## src/two_point_circle_centres_unit_defines.svh

```systemverilog
// Assertion macros for the circle centre unit.
// Each macro names the assertion, takes an enabling condition and a property,
// and checks on the rising edge of clk while rst_n is high.
`ifndef TWO_POINT_CIRCLE_CENTRES_UNIT_DEFINES_SVH
`define TWO_POINT_CIRCLE_CENTRES_UNIT_DEFINES_SVH
`ifndef SYNTHESIS
`define TPCC_ASSERT_HOLDS(name, cond, prop) \
    name: assert property (@(posedge clk) disable iff (!rst_n) (cond) |-> (prop)) \
        else $error("tpcc assertion failed");
`define TPCC_ASSERT_NEXT(name, cond, prop) \
    name: assert property (@(posedge clk) disable iff (!rst_n) (cond) |=> (prop)) \
        else $error("tpcc assertion failed");
`else
`define TPCC_ASSERT_HOLDS(name, cond, prop)
`define TPCC_ASSERT_NEXT(name, cond, prop)
`endif
`endif

```

## src/tpcc_pkg.sv

```systemverilog
package tpcc_pkg;

    localparam int COORD_W  = 32;
    localparam int DIFF_W   = 33;
    localparam int SQ_W     = 65;
    localparam int D2_W     = 66;
    localparam int RADIUS_W = 48;
    localparam int MAG_W    = 34;

    typedef enum logic [1:0] {
        ST_OK         = 2'd0,
        ST_COINCIDENT = 2'd1,
        ST_FAR        = 2'd2
    } status_t;

    typedef struct packed {
        status_t                    status;
        logic                       x_neg;
        logic                       y_neg;
        logic signed [DIFF_W-1:0]   sum_x;
        logic signed [DIFF_W-1:0]   sum_y;
    } side_t;

endpackage

```

## src/tpcc_back.sv

```systemverilog
module tpcc_back import tpcc_pkg::*;
(
    input  logic                clk,
    input  logic                rst_n,
    input  logic                in_valid,
    input  side_t               in_side,
    input  logic [MAG_W-1:0]    in_mx,
    input  logic [MAG_W-1:0]    in_my,
    output logic                en,
    input  logic                m_tready,
    output logic                m_tvalid,
    output logic [127:0]        m_tdata,
    output logic [1:0]          m_tuser
);

    localparam logic [MAG_W-1:0] OFFSET_CAP = MAG_W'(64'd1 << 33);

    typedef struct packed {
        status_t        status;
        logic [31:0]    b_y;
        logic [31:0]    b_x;
        logic [31:0]    a_y;
        logic [31:0]    a_x;
    } result_t;

    function automatic logic [31:0] half_sat(input logic signed [35:0] v);
        logic signed [35:0] h;
        begin
            h = v >>> 1;
            if (h > 36'sd2147483647)
            begin
                return 32'h7fffffff;
            end
            else if (h < -36'sd2147483648)
            begin
                return 32'h80000000;
            end
            else
            begin
                return h[31:0];
            end
        end
    endfunction

    logic [MAG_W-1:0]   cap_x, cap_y;
    logic signed [35:0] ox, oy, sx, sy;
    result_t            res;

    logic               out_valid_reg, out_valid_next;
    logic               skid_full_reg, skid_full_next;
    result_t            out_reg, out_next;
    result_t            skid_reg, skid_next;

    always_comb
    begin
        cap_x = (in_mx > OFFSET_CAP) ? OFFSET_CAP : in_mx;
        cap_y = (in_my > OFFSET_CAP) ? OFFSET_CAP : in_my;
        ox    = in_side.x_neg ? -36'(cap_x) : 36'(cap_x);
        oy    = in_side.y_neg ? -36'(cap_y) : 36'(cap_y);
        sx    = 36'(in_side.sum_x);
        sy    = 36'(in_side.sum_y);
        res.status = in_side.status;
        if (in_side.status == ST_OK)
        begin
            res.a_x = half_sat(sx + oy);
            res.a_y = half_sat(sy - ox);
            res.b_x = half_sat(sx - oy);
            res.b_y = half_sat(sy + ox);
        end
        else
        begin
            res.a_x = '0;
            res.a_y = '0;
            res.b_x = '0;
            res.b_y = '0;
        end
    end

    // The skid register catches one transaction while the output is stalled,
    // so the pipeline freezes only once both registers are full.
    always_comb
    begin
        out_valid_next = out_valid_reg;
        skid_full_next = skid_full_reg;
        out_next       = out_reg;
        skid_next      = skid_reg;
        if (skid_full_reg)
        begin
            if (m_tready)
            begin
                out_next       = skid_reg;
                skid_full_next = 1'b0;
            end
        end
        else if (out_valid_reg && !m_tready)
        begin
            if (in_valid)
            begin
                skid_next      = res;
                skid_full_next = 1'b1;
            end
        end
        else
        begin
            out_valid_next = in_valid;
            out_next       = res;
        end
    end

    always_ff @(posedge clk or negedge rst_n)
    begin
        if (!rst_n)
        begin
            out_valid_reg <= 1'b0;
            skid_full_reg <= 1'b0;
        end
        else
        begin
            out_valid_reg <= out_valid_next;
            skid_full_reg <= skid_full_next;
        end
    end

    always_ff @(posedge clk)
    begin
        out_reg  <= out_next;
        skid_reg <= skid_next;
    end

    assign en       = !skid_full_reg;
    assign m_tvalid = out_valid_reg;
    assign m_tdata  = {out_reg.b_y, out_reg.b_x, out_reg.a_y, out_reg.a_x};
    assign m_tuser  = out_reg.status;

endmodule

```

## config.mk

```make
export PLATFORM = sky130hd
export DESIGN_NAME = tpcc_back
export DESIGN_NICKNAME = d
export VERILOG_FILES = /design/src/two_point_circle_centres_unit_defines.svh /design/src/tpcc_pkg.sv /design/src/tpcc_back.sv
export SDC_FILE = /design/constraint.sdc
export NUM_CORES = 1
export LEC_CHECK = 0
export BUFFER_PORTS_ARGS = -buffer_cell sky130_fd_sc_hd__buf_4
export CAP_MARGIN = 20
export CORE_MARGIN = 4
export CORE_UTILIZATION = 25
export CTS_BUF_LIST = sky130_fd_sc_hd__clkbuf_8
export DETAILED_ROUTE_END_ITERATION = 8
export GPL_TIMING_DRIVEN = 0
export PLACE_DENSITY = 0.5
export SKIP_LAST_GASP = 1
export SLEW_MARGIN = 20
export SYNTH_ARGS = -nofsm -noshare
export SYNTH_HDL_FRONTEND = slang
export SYNTH_SLANG_ARGS = --single-unit
export TNS_END_PERCENT = 10
```

## constraint.sdc

```tcl
create_clock -name clk -period 24.9 [get_ports clk]
set_input_delay 1.245 -clock clk [delete_from_list [all_inputs] [get_ports clk]]
set_output_delay 1.245 -clock clk [all_outputs]
set_load 0.02 [all_outputs]
```

==> flow_summary.toml, run 1 <==
[critical_path]
startpoint_type = "primary input"
r2r_start = "skid_full_reg"
cp.arrival_ns = 10.59
crit_type = "in -> reg"
critical_path.endpoint_type = "register"
r2r_slack_ns = 21.64
cp_max_fo = 10
reg2reg_to = "m_tdata[110]"
critPathMaxStageDelay_ns = 0.72
ff2ff_path_depth = 7
critPathRequiredTime_ns = 25.22
crit_path_top_delay_cell = "a311oi_1"

[pwr]
p_switching_mw = 0.702
vdd_drop_max_uv = 41.7
power_density_nw_per_um2 = 67.3
clkPwrFrac_pct = 25.7
p_comb_share_pct = 41.2
p_int_mw = 1.07
p_sw_share_pct = 39.6
power_frac_seq_pct = 33.1
p_leak_nw = 10.3

[yosys]
synth.net_count = 2654
synth_xor_area_share_pct = 7.11
synthesis.area_sq_um = 21500
yosys_register_bits = 262
synth-simple-area-share_pct = 14.9
synth-seq-area-share_pct = 36.6
synth_edf_count = 260
yosysWarnings = 0
synth_compound_area_share_pct = 25.3
synth_top_family_by_area = "compound AO/OA/AOI/OAI gates"
synth.most_common_cell = "edfxtp_1"
yosys.area.top_type = "edfxtp_1"
synthCells = 2363
synth.distinct_cells = 93
synth_top_area_share_pct = 36.3
synthArstFlopShare_pct = 0.763
synth_common_cells = "edfxtp_1, nor2_1, o21ai_0"
syn_avg_cell_area_sq_um = 9.10
yosys-top-cells-area = "edfxtp_1, ha_1, xnor2_1"
synthAdderAreaFrac_pct = 8.81
ys.flop_type = "edfxtp_1"
synthMuxAreaShare_pct = 1.77

[hold_path]
hold_path.class = "in -> async"

[global_routing]
grt_pass1_vias = 18694
track_usage_pct = 17.2
overflow = 0
antenna_found_initial = 3
grt_max_degree = 25
grt_pass1_wl_um = 120000

[run_status]
outcome = "finished, final reports clean"

[run]
cap_violations = 0

[place]
gp_congestion = 0.940
dp_hpwl_um = 65300
pre_cts_slack_ns = 14.54
port_buffers = 272

[sta]
setup_slack_ns = 14.63
relSlewSlack_pct = 25.8
period_share_pct = 41.2
fin_tns_setup_ns = 0
setup_viol = 0
slew_viol_final = 0
min_period_ns = 10.27
worst_slew_pin_slew_ns = 1.10
hold_viol = 0
fmax_mhz = 97.4
clock_skew_ns = 0.0348
rsz0062_at_grt = "false"

[detailed_routing]
drt_iter0_drc = 1758
first_pass_iters = 6
vias_per_cell = 5.01
drcViolationCount = 0
vias = 19546
routedWlPerCell_um = 20.8
drt_wl_total_um = 81200
drtAntennaViolNets = 0

[clocking]
cts_root_buffer = "clkbuf_8"
clk_latency_ns = 0.65
cts_buffers = 53
cts-resized-gates = 0
cts_setup_buffers = 0
cts_hold_buffers = 0
cts.sinks = 262
tritoncts = "built"
cts_buffer_depth = 3
htreeDepth = 2
clk_pin_slew_worst_paths_ns = 0.05

[layout]
final_nets = 3002
n_fill_cell = 9130
largest_reg_flops = 130
final_layout_size_suffix_gt1_share_pct = 18.7
syn2layout_area_growth_pct = 22.6
utilization_pct = 30.9

[die]
die_width_um = 301
num_io_pins = 274
initial_core_util_pct = 25.2
die_height_um = 301
dieArea_sq_um = 90700
rows = 107
design.core.area_sq_um = 85300
[layout make-up]
cell class,count,area [sq um],share of cell area [%]
diodes,1,2.50,0.00950
well taps,1144,1430,5.43
multi-input cells,1811,12500,47.4
clock buffers,55,757,2.87
plain buffers,138,612,2.32
repair buffers,293,2350,8.91
inverters,152,571,2.17
clock inverters,42,284,1.08
flip-flops and latches,262,7860,29.8
[stage by stage]
| step | cells | total power [mW] | instance area, sq um | hold WS [ns] |
|---|---|---|---|---|
| floorplan | 2363 | 1.05 | 21500 | 0.487 |
| global placement | 3779 | 1.33 | 25000 | 0.494 |
| detailed placement | 3800 | 1.32 | 25300 | 0.503 |
| CTS | 3897 | 1.79 | 26300 | 0.326 |
| global route | 3898 | 1.88 | 26300 | 0.339 |
| finish | 3898 | 1.77 | 26300 | 0.390 |
[cells by family (layout without fill, tap and decap cells)]
kind of cell | count (synthesis) | after routing
AO/OA/AOI/OAI | 794 | 794
AND/OR/NAND/NOR | 662 | 662
buffers and inverters | 290 | 680
flip-flops | 262 | 262
XOR/XNOR | 172 | 172
adder cells (fa/ha/maj) | 149 | 149
multiplexers | 34 | 34
other | 0 | 1
[worst max-delay path, delay by kind of cell]
kind	cells	cell delay [ns]
and+or+nand+nor	8	2.48
AOI/OAI and AO/OA	12	5.55
buffers and inverters	4	0.93
adders and majority gates	1	0.20
xor gates and xnor gates	1	0.15
[how the worst max path moves through the flow]
| stage | from | end | slack [ns] |
|---|---|---|---|
| after floorplan | m_tready | skid_reg[0] | 10.32 |
| after global placement | in_valid | skid_reg[32] | 2.33 |
| after detailed placement | in_my[5] | m_tdata[16] | 14.54 |
| after CTS | in_my[5] | m_tdata[16] | 15.20 |
| after global routing | in_my[5] | m_tdata[21] | 14.39 |
| final | in_my[5] | m_tdata[21] | 14.63 |
[layout by cell type (no fill, tap or decap), drive strengths merged, types with 41 or more instances in the layout]
master  netlist  layout
a21oi       172     172
buf          31     324
clkbuf      107     162
edfxtp      260     260
ha          145     145
inv         148     164
nand2       183     183
nor2        195     195
nor3         52      52
o211ai       45      45
o21ai       232     232
o21bai       41      41
o31ai        45      45
xnor2       116     116
xor2         56      56
[power by group through the flow]
stage	combinational (mW)	sequential [mW]	clock [mW]
2_1_floorplan	0.397	0.650	0
3_3_place_gp	0.718	0.613	0
3_5_place_dp	0.727	0.595	0
4_1_cts	0.731	0.588	0.472
5_1_grt	0.793	0.591	0.491
6_report	0.731	0.586	0.456
[routing by layer]
metal | part of all wire [%] | vias to the layer above | GRT usage, %
met4 | 2.8 | 0 | 5.03
li1 | - | 9425 | -
met5 | 0 | - | 0
met1 | 47 | 9425 | 24.6
met2 | 44 | 588 | 26.4
met3 | 6.2 | 108 | 2.99
No activity file was read; power rests on OpenSTA's default activity.
==> run 2, diff against run 1 <==
Clock period 24.9 ns to 10.65 ns, I/O delays scaled along.
==> flow_summary.toml, run 2 (synthesized netlist as in run 1, its figures left out) <==
[clocking]
tritoncts = "built"
cts_root_buffer = "clkbuf_8"
clk_pin_slew_worst_paths_ns = 0.06
htreeDepth = 2
cts_buffer_depth = 3
cts.sinks = 262
clk_latency_ns = 0.68
cts_buffers = 54
cts-resized-gates = 0

[layout]
layout_commonest_cell = "buf_4"
largest_reg_flops = 130
syn2layout_area_growth_pct = 22.5
final_layout_size_suffix_gt1_share_pct = 18.6
layout_common_cells = "buf_4, edfxtp_1, nor2_1, o21ai_0, nand2_1"
final_nets = 3005
layout.cells.non_filler = 3901
utilization_pct = 30.9

[global_routing]
overflow = 0
grt_max_degree = 23
grt_pass1_vias = 18515
track_usage_pct = 17.2
met3_usage_pct = 3.25
grt_pass1_wl_um = 119000
antenna_found_initial = 3
met2_usage_pct = 26.8
met1_usage_pct = 24.2
top_usage_layer = "met2"

[place]
port_buffers = 272
gp_congestion = 0.925
dp_hpwl_um = 65400
place_inst = 3801

[pwr]
vdd_drop_max_uv = 75.5
p_sw_share_pct = 40.1
p_comb_share_pct = 41.3
power_density_nw_per_um2 = 157
p_int_mw = 2.47
power_frac_seq_pct = 33.2
p_switching_mw = 1.65
clkPwrFrac_pct = 25.5
p_leak_nw = 10.3

[critical_path]
r2r_slack_ns = 7.28
critPathBufInv = 4
ff2ff_path_depth = 8
critical_path.endpoint_type = "register"
startpoint_type = "primary input"
crit_family = "compound AO/OA/AOI/OAI gates"
critPathRequiredTime_ns = 10.97
critPathMaxStageDelay_ns = 0.75
cp.arrival_ns = 9.72
crit_type = "in -> reg"
reg2reg_to = "m_tdata[44]"
crit_path_top_delay_cell = "o21ai_0"
r2r_start = "skid_full_reg"
cp_max_fo = 10

[detailed_routing]
drcViolationCount = 0
drt_wl_total_um = 81400
vias = 19422
vias_per_cell = 4.98
drt_iter0_drc = 1551
routedWlPerCell_um = 20.9
first_pass_iters = 5
drtAntennaViolNets = 0

[sta]
fmax_mhz = 106
period_share_pct = 88.3
clock_skew_ns = 0.0416
min_period_ns = 9.40
fin_tns_setup_ns = 0
setup_viol = 0
hold_viol = 0
slew_viol_final = 0
relSlewSlack_pct = 16.6
rsz0062_at_grt = "false"
worst_slew_pin_slew_ns = 1.24

[die]
num_io_pins = 274
design.core.area_sq_um = 85300
rows = 107
die_height_um = 301
die_width_um = 301
initial_core_util_pct = 25.2
dieArea_sq_um = 90700

[hold_path]
hold_path.class = "in -> reg"
hold_end = "skid_full_reg"
hold_start = "m_tready"
min_delay_path_depth = 2

[run_status]
outcome = "finished, final reports clean"

[run]
cap_violations = 0
-- run 2: changes by cell type in the layout (fill, tap and decap cells not counted), moves of 3 or more --
cell,previous run,this run
buf_4,286,283
clkinv_2,7,4
clkinv_1,17,22
buf_6,12,16
-- run 2: final cells by class --
class                   instances  area (sq um)
repair buffers                295          2370
inverters                     152           571
multi-input cells            1811         12500
fillers                      9143         58900
clock buffers                  54           743
flip-flops and latches        262          7860
diodes                          2          5.00
plain buffers                 138           612
well taps                    1144          1430
clock inverters                43           267
-- run 2: metrics by stage --
stage          setup slack (ns)  cell area [sq um]  hold WS (ns)  power, mW
2_1_floorplan              1.91              21500         0.237       2.44
3_3_place_gp              -3.00              25000         0.321       3.10
3_5_place_dp               1.03              25300         0.321       3.09
4_1_cts                    1.66              26300        0.0264       4.19
5_1_grt                   0.996              26300        0.0518       4.38
6_report                   1.25              26300        0.0985       4.13
-- run 2: worst reg2reg max path, delay by kind of cell (launching register included) --
kind            cells  cell delay, ns
compound gates      1            0.38
buf+inv             7            2.28
flops               1            0.46
-- run 2: how the worst max path moves through the flow --
stage | start | endpoint | slack [ns] | cells past startpoint
after global routing | in_my[5] | m_tdata[16] | 1.0 | 26
after CTS | in_my[5] | m_tdata[16] | 1.66 | 26
after detailed placement | in_my[5] | m_tdata[16] | 1.03 | 26
after floorplan | skid_full_reg | skid_reg[0] | 1.91 | 2
after global placement | skid_full_reg | skid_reg[33] | -3.00 | 2
final | in_my[5] | m_tdata[16] | 1.25 | 26
-- run 2: timing repair --
| action | 4_1_cts | 5_1_grt |
|---|---|---|
| hold endpoints to repair | 2 | 0 |
| setup buffers | 0 | 0 |
| hold buffers | 1 | 0 |
-- run 2: per-layer routing --
layer  up-vias  share of wire, %  wire length [um]
met1      9374                46             37800
met2       531                45             36400
met5         -                 0                 0
met3       105               6.1              5010
li1       9412                 -                 -
met4         0               2.7              2170
-- run 2: power groups by stage --
stage	Clock (mW)	Sequential [mW]	Combinational, mW
2_1_floorplan	0	1.51	0.928
3_3_place_gp	0	1.42	1.68
3_5_place_dp	0	1.39	1.70
4_1_cts	1.10	1.37	1.71
5_1_grt	1.15	1.38	1.85
6_report	1.05	1.37	1.71
